<file path="src/rtl/rkm_pkg.sv">
`timescale 1ns / 1ps
// ----------------------------------------------------------------------------
// rkm_pkg: shared types for the RSA key/modexp block
// Controller states, datapath operation codes, command and status bundles.
// ----------------------------------------------------------------------------
package rkm_pkg;

  localparam int unsigned NW  = 32;  // residue / modulus width
  localparam int unsigned EW  = 5;   // public exponent width
  localparam int unsigned CW  = 16;  // config register width
  localparam int unsigned DVW = 64;  // dividend width
  localparam int unsigned AW  = 38;  // private exponent search accumulator

  typedef enum logic [4:0] {
    S_IDLE, S_KEY_PQ, S_KEY_FN, S_KEY_CHK,
    S_GCD_SET, S_GCD_TEST, S_GCD_WAIT,
    S_ACC_INIT, S_ACC_DIV, S_ACC_WAIT,
    S_EXP_INIT, S_VAL_WAIT, S_LOOP,
    S_R_DIV, S_R_WAIT, S_MUL_B, S_B_DIV, S_B_WAIT,
    S_DONE
  } state_e;

  typedef enum logic [4:0] {
    DP_NOP, DP_LATCH, DP_MUL_PQ, DP_MUL_PMQM, DP_LD_FN, DP_KEY_TRIV,
    DP_GCD_SET, DP_GCD_STEP, DP_E_INC, DP_ACC_INIT, DP_ACC_ADD, DP_D_LD,
    DP_EXP_INIT, DP_BASE_LD, DP_RES_ZERO, DP_MUL_RB, DP_RES_LD,
    DP_MUL_BB, DP_BASE_SQ
  } dp_op_e;

  typedef enum logic [1:0] {
    DIV_GCD, DIV_ACC, DIV_VAL, DIV_PROD
  } div_sel_e;

  typedef struct packed {
    dp_op_e   op;
    logic     div_start;
    div_sel_e div_sel;
  } dp_cmd_t;

  typedef struct packed {
    logic key_ready;
    logic prod_lo_zero;
    logic b_zero;
    logic a_one;
    logic e_is30;
    logic rem_zero;
    logic n_zero;
    logic exp_zero;
    logic exp_lsb;
    logic div_done;
    logic div_busy;
  } dp_sts_t;

endpackage

</file>
<file path="src/rtl/rkm_div.sv">
`timescale 1ns / 1ps
// ----------------------------------------------------------------------------
// rkm_div: radix-2 restoring divider
// 64-bit dividend by 32-bit divisor, one quotient bit per cycle.
// ----------------------------------------------------------------------------
module rkm_div
  import rkm_pkg::*;
(
  input  logic           clk_i,
  input  logic           rst_ni,
  input  logic           start_i,
  input  logic [DVW-1:0] dividend_i,
  input  logic [NW-1:0]  divisor_i,
  output logic           busy_o,
  output logic           done_o,
  output logic [DVW-1:0] quo_o,
  output logic [NW-1:0]  rem_o
);

  logic           run_q, done_q;
  logic [5:0]     cnt_q;
  logic [DVW-1:0] quo_q;
  logic [NW-1:0]  rem_q, div_q;
  logic [NW:0]    trial;
  logic           ge;
  logic [NW-1:0]  rem_d;

  always_comb begin
    trial = {rem_q, quo_q[DVW-1]};
    ge    = trial >= {1'b0, div_q};
    rem_d = ge ? NW'(trial - {1'b0, div_q}) : trial[NW-1:0];
  end

  always_ff @(posedge clk_i or negedge rst_ni) begin
    if (!rst_ni) begin
      run_q  <= 1'b0;
      done_q <= 1'b0;
      cnt_q  <= '0;
    end else begin
      done_q <= 1'b0;
      if (start_i) begin
        run_q <= 1'b1;
        cnt_q <= '0;
      end else if (run_q) begin
        cnt_q <= cnt_q + 6'd1;
        if (cnt_q == 6'd63) begin
          run_q  <= 1'b0;
          done_q <= 1'b1;
        end
      end
    end
  end

  always_ff @(posedge clk_i) begin
    if (start_i) begin
      quo_q <= dividend_i;
      rem_q <= '0;
      div_q <= divisor_i;
    end else if (run_q) begin
      quo_q <= {quo_q[DVW-2:0], ge};
      rem_q <= rem_d;
    end
  end

  assign busy_o = run_q;
  assign done_o = done_q;
  assign quo_o  = quo_q;
  assign rem_o  = rem_q;

endmodule

</file>
<file path="src/rtl/rkm_datapath.sv">
`timescale 1ns / 1ps
// ----------------------------------------------------------------------------
// rkm_datapath: key and exponentiation registers
// Config registers, 32x32 multiplier, shared divider, key and work registers.
// ----------------------------------------------------------------------------
module rkm_datapath
  import rkm_pkg::*;
#(
  parameter int unsigned PRIME_BITS = 16
) (
  input  logic          clk_i,
  input  logic          rst_ni,
  input  logic          cfg_we_i,
  input  logic          cfg_idx_i,
  input  logic [CW-1:0] cfg_wdata_i,
  input  logic          op_i,
  input  logic [NW-1:0] value_i,
  input  dp_cmd_t       cmd_i,
  output dp_sts_t       sts_o,
  output logic [NW-1:0] result_o,
  output logic [NW-1:0] modulus_o,
  output logic [EW-1:0] public_exponent_o,
  output logic [NW-1:0] private_exponent_o
);

  localparam int unsigned MB = (PRIME_BITS < CW) ? PRIME_BITS : CW;
  localparam logic [CW-1:0] PMask = CW'((17'(1) << MB) - 17'(1));

  logic [CW-1:0]  p_q, q_q, pm, qm, pv, qv;
  logic [NW-1:0]  n_q, fn_q, d_q, a_q, b_q, base_q, res_q, exp_q, val_q;
  logic [EW-1:0]  e_q;
  logic           ready_q, op_q;
  logic [AW-1:0]  acc_q;
  logic [2*NW-1:0] prod_q;
  logic [NW-1:0]  mul_a, mul_b;
  logic [DVW-1:0] dv_x;
  logic [NW-1:0]  dv_y;
  logic           dv_busy, dv_done;
  logic [DVW-1:0] dv_quo;
  logic [NW-1:0]  dv_rem;

  assign pv = p_q & PMask;
  assign qv = q_q & PMask;
  assign pm = (pv != '0) ? pv - CW'(1) : '0;
  assign qm = (qv != '0) ? qv - CW'(1) : '0;

  always_comb begin
    case (cmd_i.op)
      DP_MUL_PQ: begin
        mul_a = NW'(pv);
        mul_b = NW'(qv);
      end
      DP_MUL_PMQM: begin
        mul_a = NW'(pm);
        mul_b = NW'(qm);
      end
      DP_MUL_RB: begin
        mul_a = res_q;
        mul_b = base_q;
      end
      default: begin
        mul_a = base_q;
        mul_b = base_q;
      end
    endcase
    case (cmd_i.div_sel)
      DIV_GCD: begin
        dv_x = DVW'(a_q);
        dv_y = b_q;
      end
      DIV_ACC: begin
        dv_x = DVW'(acc_q);
        dv_y = NW'(e_q);
      end
      DIV_VAL: begin
        dv_x = DVW'(val_q);
        dv_y = n_q;
      end
      default: begin
        dv_x = prod_q;
        dv_y = n_q;
      end
    endcase
  end

  rkm_div u_div (
    .clk_i      (clk_i),
    .rst_ni     (rst_ni),
    .start_i    (cmd_i.div_start),
    .dividend_i (dv_x),
    .divisor_i  (dv_y),
    .busy_o     (dv_busy),
    .done_o     (dv_done),
    .quo_o      (dv_quo),
    .rem_o      (dv_rem)
  );

  // Config, keys, key-valid flag; config writes stale the key; key loads win.
  always_ff @(posedge clk_i or negedge rst_ni) begin
    if (!rst_ni) begin
      p_q     <= CW'(61);
      q_q     <= CW'(53);
      ready_q <= 1'b0;
      n_q     <= '0;
      e_q     <= '0;
      d_q     <= '0;
      fn_q    <= '0;
    end else begin
      if (cfg_we_i) begin
        if (!cfg_idx_i) p_q <= cfg_wdata_i;
        else            q_q <= cfg_wdata_i;
        ready_q <= 1'b0;
      end
      case (cmd_i.op)
        DP_MUL_PMQM: n_q <= prod_q[NW-1:0];
        DP_LD_FN: begin
          fn_q <= prod_q[NW-1:0];
          e_q  <= EW'(2);
        end
        DP_KEY_TRIV: begin
          fn_q    <= '0;
          e_q     <= EW'(1);
          d_q     <= NW'(1);
          ready_q <= 1'b1;
        end
        DP_E_INC: e_q <= e_q + EW'(1);
        DP_D_LD: begin
          d_q     <= dv_quo[NW-1:0];
          ready_q <= 1'b1;
        end
        default: ;
      endcase
    end
  end

  always_ff @(posedge clk_i) begin
    case (cmd_i.op)
      DP_LATCH: begin
        op_q  <= op_i;
        val_q <= value_i;
      end
      DP_MUL_PQ, DP_MUL_PMQM, DP_MUL_RB, DP_MUL_BB: prod_q <= mul_a * mul_b;
      DP_GCD_SET: begin
        a_q <= fn_q;
        b_q <= NW'(e_q);
      end
      DP_GCD_STEP: begin
        a_q <= b_q;
        b_q <= dv_rem;
      end
      DP_ACC_INIT: acc_q <= AW'(1) + AW'(fn_q);
      DP_ACC_ADD:  acc_q <= acc_q + AW'(fn_q);
      DP_EXP_INIT: begin
        exp_q <= op_q ? NW'(e_q) : d_q;
        res_q <= (n_q == NW'(1)) ? '0 : NW'(1);
      end
      DP_BASE_LD:  base_q <= dv_rem;
      DP_RES_ZERO: res_q  <= '0;
      DP_RES_LD:   res_q  <= dv_rem;
      DP_BASE_SQ: begin
        base_q <= dv_rem;
        exp_q  <= exp_q >> 1;
      end
      default: ;
    endcase
  end

  always_comb begin
    sts_o.key_ready    = ready_q;
    sts_o.prod_lo_zero = prod_q[NW-1:0] == '0;
    sts_o.b_zero       = b_q == '0;
    sts_o.a_one        = a_q == NW'(1);
    sts_o.e_is30       = e_q == EW'(30);
    sts_o.rem_zero     = dv_rem == '0;
    sts_o.n_zero       = n_q == '0;
    sts_o.exp_zero     = exp_q == '0;
    sts_o.exp_lsb      = exp_q[0];
    sts_o.div_done     = dv_done;
    sts_o.div_busy     = dv_busy;
  end

  assign result_o           = res_q;
  assign modulus_o          = n_q;
  assign public_exponent_o  = e_q;
  assign private_exponent_o = d_q;

endmodule

</file>
<file path="src/rtl/rkm_ctrl.sv">
`timescale 1ns / 1ps
// ----------------------------------------------------------------------------
// rkm_ctrl: sequencer for key derivation and square-and-multiply
// Issues one datapath operation per cycle and waits on the divider.
// ----------------------------------------------------------------------------
module rkm_ctrl
  import rkm_pkg::*;
(
  input  logic    clk_i,
  input  logic    rst_ni,
  input  logic    start,
  output logic    busy,
  output logic    done_o,
  input  dp_sts_t sts_i,
  output dp_cmd_t cmd_o
);

  state_e state_q, state_d;

  always_ff @(posedge clk_i or negedge rst_ni) begin
    if (!rst_ni) state_q <= S_IDLE;
    else         state_q <= state_d;
  end

  always_comb begin
    state_d = state_q;
    unique case (state_q)
      S_IDLE:     if (start) state_d = sts_i.key_ready ? S_EXP_INIT : S_KEY_PQ;
      S_KEY_PQ:   state_d = S_KEY_FN;
      S_KEY_FN:   state_d = S_KEY_CHK;
      S_KEY_CHK:  state_d = sts_i.prod_lo_zero ? S_EXP_INIT : S_GCD_SET;
      S_GCD_SET:  state_d = S_GCD_TEST;
      S_GCD_TEST: begin
        if (!sts_i.b_zero)                   state_d = S_GCD_WAIT;
        else if (sts_i.a_one || sts_i.e_is30) state_d = S_ACC_INIT;
        else                                  state_d = S_GCD_SET;
      end
      S_GCD_WAIT: if (sts_i.div_done) state_d = S_GCD_TEST;
      S_ACC_INIT: state_d = S_ACC_DIV;
      S_ACC_DIV:  state_d = S_ACC_WAIT;
      S_ACC_WAIT: if (sts_i.div_done) state_d = sts_i.rem_zero ? S_EXP_INIT : S_ACC_DIV;
      S_EXP_INIT: state_d = sts_i.n_zero ? S_DONE : S_VAL_WAIT;
      S_VAL_WAIT: if (sts_i.div_done) state_d = S_LOOP;
      S_LOOP: begin
        if (sts_i.exp_zero)     state_d = S_DONE;
        else if (sts_i.exp_lsb) state_d = S_R_DIV;
        else                    state_d = S_B_DIV;
      end
      S_R_DIV:    state_d = S_R_WAIT;
      S_R_WAIT:   if (sts_i.div_done) state_d = S_MUL_B;
      S_MUL_B:    state_d = S_B_DIV;
      S_B_DIV:    state_d = S_B_WAIT;
      S_B_WAIT:   if (sts_i.div_done) state_d = S_LOOP;
      S_DONE:     state_d = S_IDLE;
      default:    state_d = S_IDLE;
    endcase
  end

  always_comb begin
    cmd_o.op        = DP_NOP;
    cmd_o.div_start = 1'b0;
    cmd_o.div_sel   = DIV_PROD;
    unique case (state_q)
      S_IDLE:     if (start) cmd_o.op = DP_LATCH;
      S_KEY_PQ:   cmd_o.op = DP_MUL_PQ;
      S_KEY_FN:   cmd_o.op = DP_MUL_PMQM;
      S_KEY_CHK:  cmd_o.op = sts_i.prod_lo_zero ? DP_KEY_TRIV : DP_LD_FN;
      S_GCD_SET:  cmd_o.op = DP_GCD_SET;
      S_GCD_TEST: begin
        if (!sts_i.b_zero) begin
          cmd_o.div_start = 1'b1;
          cmd_o.div_sel   = DIV_GCD;
        end else if (!sts_i.a_one) begin
          cmd_o.op = DP_E_INC;
        end
      end
      S_GCD_WAIT: if (sts_i.div_done) cmd_o.op = DP_GCD_STEP;
      S_ACC_INIT: cmd_o.op = DP_ACC_INIT;
      S_ACC_DIV: begin
        cmd_o.div_start = 1'b1;
        cmd_o.div_sel   = DIV_ACC;
      end
      S_ACC_WAIT: if (sts_i.div_done) cmd_o.op = sts_i.rem_zero ? DP_D_LD : DP_ACC_ADD;
      S_EXP_INIT: begin
        if (sts_i.n_zero) begin
          cmd_o.op = DP_RES_ZERO;
        end else begin
          cmd_o.op        = DP_EXP_INIT;
          cmd_o.div_start = 1'b1;
          cmd_o.div_sel   = DIV_VAL;
        end
      end
      S_VAL_WAIT: if (sts_i.div_done) cmd_o.op = DP_BASE_LD;
      S_LOOP: begin
        if (!sts_i.exp_zero) cmd_o.op = sts_i.exp_lsb ? DP_MUL_RB : DP_MUL_BB;
      end
      S_R_DIV:    cmd_o.div_start = 1'b1;
      S_R_WAIT:   if (sts_i.div_done) cmd_o.op = DP_RES_LD;
      S_MUL_B:    cmd_o.op = DP_MUL_BB;
      S_B_DIV:    cmd_o.div_start = 1'b1;
      S_B_WAIT:   if (sts_i.div_done) cmd_o.op = DP_BASE_SQ;
      S_DONE:     ;
      default:    ;
    endcase
  end

  assign busy   = state_q != S_IDLE;
  assign done_o = state_q == S_DONE;

  a_done_pulse: assert property (@(posedge clk_i) disable iff (!rst_ni)
    done_o |=> !done_o && !busy)
    else $error("result strobe longer than one cycle");

  a_div_free: assert property (@(posedge clk_i) disable iff (!rst_ni)
    cmd_o.div_start |-> !sts_i.div_busy)
    else $error("divider started while running");

  a_key_before_exp: assert property (@(posedge clk_i) disable iff (!rst_ni)
    (state_q == S_VAL_WAIT) |-> sts_i.key_ready)
    else $error("exponentiation without a derived key");

endmodule

</file>
<file path="src/rtl/rsa_keygen_and_modexp.sv">
`timescale 1ns / 1ps
// ----------------------------------------------------------------------------
// rsa_keygen_and_modexp: textbook RSA key derivation and modular power
// Derives n, e, d from two configured factors, then raises each request value
// to d (op 0) or e (op 1) modulo n.
// ----------------------------------------------------------------------------
//
//  channel  | handshake            | payload
//  ---------+----------------------+-----------------------------------------
//  request  | start, busy          | op_i, value_i
//  result   | done_o (strobe)      | result_o, modulus_o, public_exponent_o,
//           |                      | private_exponent_o
//  config   | cfg_we_i             | cfg_idx_i, cfg_wdata_i
//
// Pacing: one request at a time. The shared divider sets the pace: the
//   request value is reduced once, each exponent bit costs a squaring and
//   its reduction, and each set bit a multiply and a reduction more, so a
//   request runs longer with more bits and more ones in its exponent, and
//   far shorter for the public exponent than for the private one.
// Key derivation on the first request after reset or a config write adds a
//   gcd search (a few divides per candidate e) and up to e trial divides.
// Reset: config returns to p = 61, q = 53 and the key is marked stale.
// Stalls: the receiver cannot stall; done_o is high for exactly one cycle.
// ----------------------------------------------------------------------------
module rsa_keygen_and_modexp
  import rkm_pkg::*;
#(
  parameter int unsigned PRIME_BITS = 16
) (
  input  logic          clk_i,
  input  logic          rst_ni,
  // request
  input  logic          start,
  output logic          busy,
  input  logic          op_i,
  input  logic [NW-1:0] value_i,
  // configuration
  input  logic          cfg_we_i,
  input  logic          cfg_idx_i,
  input  logic [CW-1:0] cfg_wdata_i,
  // result
  output logic          done_o,
  output logic [NW-1:0] result_o,
  output logic [NW-1:0] modulus_o,
  output logic [EW-1:0] public_exponent_o,
  output logic [NW-1:0] private_exponent_o
);

  dp_cmd_t cmd;
  dp_sts_t sts;

  // Controller: one datapath operation per cycle, waits on divider done.
  rkm_ctrl u_ctrl (
    .clk_i  (clk_i),
    .rst_ni (rst_ni),
    .start  (start),
    .busy   (busy),
    .done_o (done_o),
    .sts_i  (sts),
    .cmd_o  (cmd)
  );

  // Datapath: key registers, multiplier, divider; outputs are held registers.
  rkm_datapath #(
    .PRIME_BITS (PRIME_BITS)
  ) u_dp (
    .clk_i              (clk_i),
    .rst_ni             (rst_ni),
    .cfg_we_i           (cfg_we_i),
    .cfg_idx_i          (cfg_idx_i),
    .cfg_wdata_i        (cfg_wdata_i),
    .op_i               (op_i),
    .value_i            (value_i),
    .cmd_i              (cmd),
    .sts_o              (sts),
    .result_o           (result_o),
    .modulus_o          (modulus_o),
    .public_exponent_o  (public_exponent_o),
    .private_exponent_o (private_exponent_o)
  );

endmodule
</file>
<file path="config.mk">
export PLATFORM = sky130hd
export DESIGN_NAME = rsa_keygen_and_modexp
export DESIGN_NICKNAME = d
export VERILOG_FILES = /design/src/rtl/rkm_pkg.sv /design/src/rtl/rkm_div.sv /design/src/rtl/rkm_datapath.sv /design/src/rtl/rkm_ctrl.sv /design/src/rtl/rsa_keygen_and_modexp.sv
export SDC_FILE = /design/constraint.sdc
export NUM_CORES = 2
export LEC_CHECK = 0
export BUFFER_PORTS_ARGS = -buffer_cell sky130_fd_sc_hd__buf_2
export CAP_MARGIN = 10
export CORE_MARGIN = 1
export CORE_UTILIZATION = 55
export CTS_BUF_LIST = sky130_fd_sc_hd__clkbuf_4 sky130_fd_sc_hd__clkbuf_8 sky130_fd_sc_hd__clkbuf_16
export DETAILED_ROUTE_END_ITERATION = 16
export MAX_ROUTING_LAYER = met4
export PLACE_DENSITY = 0.72
export REMOVE_ABC_BUFFERS = 1
export SETUP_SLACK_MARGIN = 0.3
export SLEW_MARGIN = 10
export SYNTH_ARGS = -nofsm -noshare
export SYNTH_HDL_FRONTEND = slang
export SYNTH_SLANG_ARGS = --single-unit
</file>
<file path="constraint.sdc">
create_clock -name clk_i -period 11.68 [get_ports clk_i]
set_input_delay 0.584 -clock clk_i [delete_from_list [all_inputs] [get_ports clk_i]]
set_output_delay 0.584 -clock clk_i [all_outputs]
set_load 0.02 [all_outputs]
</file>
---- Word level (Yosys, flattened, before mapping) ----
Index checks and enable logic that the tools add are counted.
W data, S select, Z words.
storage, ports and cells
  register bits ........................... 570
  input bits .............................. 54
  output and inout bits ................... 103
operators by class
  add/subtract/negate cells ............... 7
  $mul .................................... 1
  order comparisons ....................... 1
  eq/ne operators ......................... 47
  mux-type cells .......................... 61
  bitwise gates (word level) .............. 1
  reductions and logical operators ........ 28
operator list
  cell                     number
  $pmux W32 S2             7
  $pmux W32 S3             2
  $pmux W64 S3             1
  $logic_not A32 Y1        5
  $mux W64                 2
  $pmux W5 S17             1
  $eq A5 B4 Y1 const B     16
  $pmux W38 S2             1
  $pmux W5 S15             1
  $mux W5                  14
  $eq A32 B1 Y1 const B    2
  $mul A32 B32 Y64         1
  $mux W32                 2
  $eq A5 B3 Y1 const B     8
  $add A38 B32 Y38         1
  $eq A5 B5 Y1 const B     7
  $add A1 B32 Y33 const A  1
  $ge A33 B32 Y1           1
  $mux W16                 2
  $reduce_bool A16 Y1      2
  $sub A16 B1 Y16 const B  2
  $sub A32 B32 Y32         1
  $eq A5 B2 Y1 const B     4
  $mux W4                  5
  other kinds (27)         57

---- Logic depth before layout (Yosys ltp) ----
  depth after elaboration ................. 7
  mapped depth ............................ 43
  depth with buffers taken out ............ 38

---- Cells and area by module ----
Synthesis repeated with hierarchy kept, for this count alone.
unflattened totals
  cell total of the unflattened synthesis .. 6281
  area, all modules ....................... 61811.8 µm²
by module, submodules not included
  module        times used  cells an instance  area an instance (µm²)
  rkm_datapath  1           5547               53699.0
  rkm_div       1           606                7241.9
  rkm_ctrl      1           128                870.8

---- Least setup slack after synthesis ----
No wires, ideal clock.
  path kind ............................... register to register
  start point ............................. register u_ctrl.state_q[4]
  end point ............................... register u_dp.prod_q[62] (data pin)
  library setup time ...................... 0.264 ns
  data arrival time ....................... 9.777 ns
  setup slack ............................. 1.639 ns
  cell stages (with the launch flop) ...... 41
  period minus slack after synthesis ...... 10.041 ns
  cell sequence ........................... dfrtp_1 buf_2 nor3_1 and3_1 a31oi_1 and4_4 nand2b_2 nor3_1 buf_6 buf_6 a221oi_1 nand2_1 o21ai_2 buf_2 nor2_1 fa_1 inv_1 fa_1 [... 5 more ...] fa_1 fa_1 fa_1 inv_1 fa_1 inv_1 ha_1 clkbuf_1 a21o_1 a21o_1 a21oi_1 o211ai_1 a221oi_1 a21oi_1 nor3_1 o21ai_0 a221oi_1 xnor2_1
between the ends
  word-level cells in the longest chain between the ends .. 5
  elaborated cells on any way between the ends .. 22
  those cells by class .................... mul: 1; eq/ne: 17; mux: 3; reduce/logical: 1
RTL lines
  element                                       line                 source
  start, declared                               rkm_ctrl.sv:18       state_e state_q, state_d;
  start signal, assigned                        rkm_ctrl.sv:22       else state_q <= state_d;
  $eq A5 B5 Y1, or another cell as far along    rkm_ctrl.sv:63       unique case (state_q)
  $pmux W5 S15 (*)                              rkm_ctrl.sv:63
  $eq A5 B4 Y1 or $eq A5 B2 Y1 (tied branches)  rkm_datapath.sv:48   case (cmd_i.op)
  $pmux W32 S3 or $pmux W32 S2 (tied branches)  rkm_datapath.sv:48
  $mul A32 B32 Y64 (*)                          rkm_datapath.sv:142  DP_MUL_PQ, DP_MUL_PMQM, DP_MUL_RB, DP_MUL_BB: prod_q <= mul_a * mul_b;
  end signal, assigned                          rkm_datapath.sv:142
  end, declared                                 rkm_datapath.sv:34   logic [2*NW-1:0] prod_q;
Mark *: on every way between the ends. The rest lies on a longest branch, timed or not.
A chain may end at the register's enable or synchronous reset.

---- Final worst setup path ----
  start point ............................. register u_dp.n_q[24] (netlist: u_dp.modulus_o[24])
  end point ............................... register u_dp.prod_q[58] (data pin)
between the ends
  word-level cells in the longest chain between the ends .. 6
  elaborated cells on any way between the ends .. 9
  those cells by class .................... mul: 1; eq/ne: 3; mux: 4; reduce/logical: 1
RTL lines
  element                                       line                 source
  start, declared                               rkm_datapath.sv:30   logic [NW-1:0] n_q, fn_q, d_q, a_q, b_q, base_q, res_q, exp_q, val_q;
  start signal, assigned                        rkm_datapath.sv:115  DP_MUL_PMQM: n_q <= prod_q[NW-1:0];
  $logic_not A32 Y1 (*)                         rkm_datapath.sv:175  sts_o.n_zero = n_q == '0;
  $mux W2 (*)                                   rkm_ctrl.sv:85       if (sts_i.n_zero) begin
  $pmux W5 S15 (*)                              rkm_ctrl.sv:63
  $eq A5 B4 Y1 or $eq A5 B2 Y1 (tied branches)  rkm_datapath.sv:48
  $pmux W32 S3 or $pmux W32 S2 (tied branches)  rkm_datapath.sv:48
  $mul A32 B32 Y64 (*)                          rkm_datapath.sv:142
Marked as above.

==> results summary <==
The first detailed-routing pass ran for 10 iterations. The global-route wire length before repair is 328200 microns. The hold slack is 0.009654 ns. The share of the core filled with cells came out at 61.41%. For this run, the top clock speed supported by timing is 90.78 MHz.

A synthesized cell averages 9.382 sq um. The first routing iteration left 5475 violations. The post-detailed-placement cell area is 0.06600 sq mm.

The die width came out at 336.8 microns. The pin count of the biggest net entering global routing is 102. The setup slack on the worst flop-to-flop path came out at 0.66 ns. The worst-case setup slack after placement came out at -0.2533 ns. The share of synthesized area occupied by flip-flops and latches came out at 26.07%. The flow ran to the end, and the final reports show no timing, DRC or antenna violations.

After synthesis, the share of flip-flops with an asynchronous set or reset is 25.79%. The total number of yosys warnings came out at 0. The post-detailed-routing wire length is 224200 microns. The minimum clock period after layout came out at 11.02 ns. The stage delay of the slowest cell on the critical path is 0.63 ns. The peak fanout along the critical path is 31. Of all cell types, the one taking the most synthesized area is sky130_fd_sc_hd__fa_1. The total of endpoints with negative setup slack in the final report is 0. The sum of overflow across all layers after global routing came out at 0.

Among all cell types in the netlist, the one instantiated most often is sky130_fd_sc_hd__nand2_1. The signal arrival time at the worst endpoint came out at 11.40 ns. The via count of the first global-routing pass came out at 49750. The core region is 0.1110 sq mm.

The endpoint of the worst register-to-register path is u_dp.prod_q[58]. The fraction of the cycle the final worst path needs came out at 94.31%. In this run, placement finished with an instance count of 8211. In this run the number of H-tree levels came out at 2. The relative slew slack is 12.70%. The peak ir drop on the vdd network came out at 0.0001388 V. Once detailed placement completed, the half-perimeter wirelength came to 173900 microns. The via density per instance came out at 6.090. The number of buffers added by the clock tree synthesis step came out at 54. Routability-driven placement finished with a final weighted congestion of 1.041. The height of the die came out at 336.8 microns. The filler-free cell count of the finished design came out at 8332. By count the netlist is led by sky130_fd_sc_hd__nand2_1 (1035), sky130_fd_sc_hd__inv_1 (1004), sky130_fd_sc_hd__fa_1 (898). The worst hold path belongs to the class in -> async. Across the run, the number of max-cap violations was 0. The total design power is 4.187 mW. The number of distinct library cell variants in the gate-level netlist after synthesis came out at 90. Among the stages of the critical path, the cell type that occurs most often is sky130_fd_sc_hd__fa_1. After filler insertion, the fill cell instance count of the layout stands at 9515.

STA classifies the critical path endpoint as a flop. STA puts the critical path data required time at 12.06 ns. The largest individual stage delay along the critical path comes from the cell sky130_fd_sc_hd__fa_1.

In the global route stage, overall resource usage came out at 41.32%. The setup skew after layout came out at 0.02804 ns. The final net count came out at 8073. The initial antenna violation count is 11.

The count of endpoints failing hold in the final timing report is 0. The count of cells along the worst register-to-register path is 41. The initialized floorplan defines 122 standard-cell rows. The number of nets with antenna violations after routing came out at 0. The post-synthesis instance area is 0.06166 sq mm.

In this run the static leakage power is 31.38 nW. The die area is 0.1134 sq mm. The number of remaining DRC errors came out at 0. Setup repair after global routing could not meet its margin everywhere. Dividing total power by cell area gives a power density of 61.44 mW/mm^2. TritonCTS built the clock tree.

The post-synthesis instance total came out at 6572. Once the floorplan was initialized, standard cells occupied 55.56% of the core. The startpoint of the most critical register-to-register path is u_dp.modulus_o[24].

The worst setup path is launched from a flop. The critical path in this run is classified as reg -> reg. The number of placed I/O pins came out at 157. The count of flip-flops with a built-in enable after synthesis is 391. The clock insertion delay at the later pin of the skew report came out at 0.64 ns. The clock input transition at the sequential cells of the worst setup and hold paths came out at 0.07 ns. The share of cells above drive strength 1 came out at 11.75%. Buffers placed on the I/O ports in this run total 156.

In the post-synthesis netlist, the biggest area contributors are sky130_fd_sc_hd__fa_1 (29%), sky130_fd_sc_hd__edfxtp_1 (19%), sky130_fd_sc_hd__ha_1 (6.8%), sky130_fd_sc_hd__nand2_1 (6.3%), sky130_fd_sc_hd__inv_1 (6.1%). The total clock sinks is 570. The area growth from synthesis to layout is 10.54%. The clock passes through at most 3 buffers. After layout, the worst setup slack is 0.6646 ns. The area of all placed cells without fillers is 0.06815 sq mm. The sum of negative setup slack is 0 ns. For this run, the leading register cell type out of synthesis is sky130_fd_sc_hd__edfxtp_1. The total of flip-flops plus latches after synthesis came out at 570. The share of Yosys cell area claimed by the top area cell type came out at 29.16%. The total number of vias is 50740. The worst-margin pin slew came out at 1.310 ns. After detailed routing, the average wire length per cell comes to 26.91 microns. The number of max-slew violations in the final report was 0.

The cell chosen for the clock root is sky130_fd_sc_hd__clkbuf_16.
[report_power, final]
part           internal [mW]  switching, mW
clock                   1.08          0.846
sequential              2.16         0.0359
combinational         0.0309         0.0396
[registers in the layout, summed over array words and instances (netlist names), 6 cells and up]
name and count:
u_dp.p_q 16, u_dp.fn_q 32, u_dp.b_q 32, u_dp.result_o 32, u_dp.private_exponent_o 32, u_dp.modulus_o 32, u_dp.val_q 32, u_dp.u_div.rem_o 32
u_dp.u_div.cnt_q 6, u_dp.a_q 32, u_dp.prod_q 64, u_dp.acc_q 38, u_dp.q_q 16, u_dp.u_div.div_q 32, u_dp.u_div.quo_o 64, u_dp.base_q 32
u_dp.exp_q 32
[metal layers]
metal / vias up / global-route usage, % / share of wire, %
li1: 21580 / - / -
met1: 25620 / 54.87 / 39
met2: 2932 / 59.05 / 43
met3: 605 / 10.61 / 12
met4: 0 / 19.85 / 6.0
met5: - / - / 0
[cells by family after synthesis]
logic type      share of synthesized area [%]
flops                                   26.07
xor+xnor                                2.301
compound gates                          8.858
simple gates                            16.08
fa+ha+maj                               35.91
mux                                     2.255
buf+inv                                 8.529
[worst max-delay path by stage]
stage	startpoint	endpoint
after global routing	u_dp.modulus_o[24]	u_dp.prod_q[58]
final	u_dp.modulus_o[24]	u_dp.prod_q[58]
after detailed placement	u_dp.exp_q[0]	u_dp.prod_q[58]
after global placement	u_dp.exp_q[0]	u_dp.prod_q[58]
after CTS	u_dp.a_q[6]	u_dp.prod_q[58]
after floorplan	u_ctrl.state_q[4]	u_dp.prod_q[55]
[critical path: cells and delay by family, from the launching register on]
family          cells  cell delay (ns)
fa+ha+maj           9             4.46
compound gates      6             1.17
simple gates       11             2.44
flops               1             0.55
buf+inv            14             1.98
xor+xnor            1             0.13
[layout make-up]
type	instances	area [sq um]	area share, %
multi-input combinational	4647	40690	59.70
sequential	570	16070	23.59
timing repair buffer	510	3826	5.614
inverter	1005	3777	5.542
tap	1488	1862	2.732
clock buffer	76	1643	2.411
clock inverter	25	257.7	0.3782
antenna	11	27.53	0.04039
[cells in the final DEF, fill, tap and decap left out, types with 26 or more instances in the layout]
cell / n
sky130_fd_sc_hd__a211oi_1: 27
sky130_fd_sc_hd__a21o_1: 69
sky130_fd_sc_hd__a21oi_1: 167
sky130_fd_sc_hd__a222oi_1: 34
sky130_fd_sc_hd__a31oi_1: 49
sky130_fd_sc_hd__and2_1: 70
sky130_fd_sc_hd__buf_12: 29
sky130_fd_sc_hd__buf_2: 155
sky130_fd_sc_hd__buf_4: 320
sky130_fd_sc_hd__clkbuf_16: 58
sky130_fd_sc_hd__dfrtp_1: 136
sky130_fd_sc_hd__dfxtp_1: 32
sky130_fd_sc_hd__edfxtp_1: 391
sky130_fd_sc_hd__fa_1: 898
sky130_fd_sc_hd__ha_1: 333
sky130_fd_sc_hd__inv_1: 1004
sky130_fd_sc_hd__mux2_2: 79
sky130_fd_sc_hd__mux2i_1: 50
sky130_fd_sc_hd__nand2_1: 1034
sky130_fd_sc_hd__nand2b_1: 57
sky130_fd_sc_hd__nand3_1: 112
sky130_fd_sc_hd__nand4_1: 47
sky130_fd_sc_hd__nor2_1: 738
sky130_fd_sc_hd__nor3_1: 42
sky130_fd_sc_hd__nor4_1: 60
sky130_fd_sc_hd__o21a_1: 30
sky130_fd_sc_hd__o21ai_0: 199
sky130_fd_sc_hd__o21bai_1: 26
sky130_fd_sc_hd__or3_1: 26
sky130_fd_sc_hd__xnor2_1: 97
sky130_fd_sc_hd__xor2_1: 65
[timing repair]
action | in CTS | in global routing
endpoints found under the setup margin | 19 | 18
resized for setup | 1 | 27
gates cloned | 0 | 0
buffers inserted | 6 | 3
hold buffers | 0 | 0
pin swaps | 3 | 2
No activity file was read; power rests on OpenSTA's default activity.
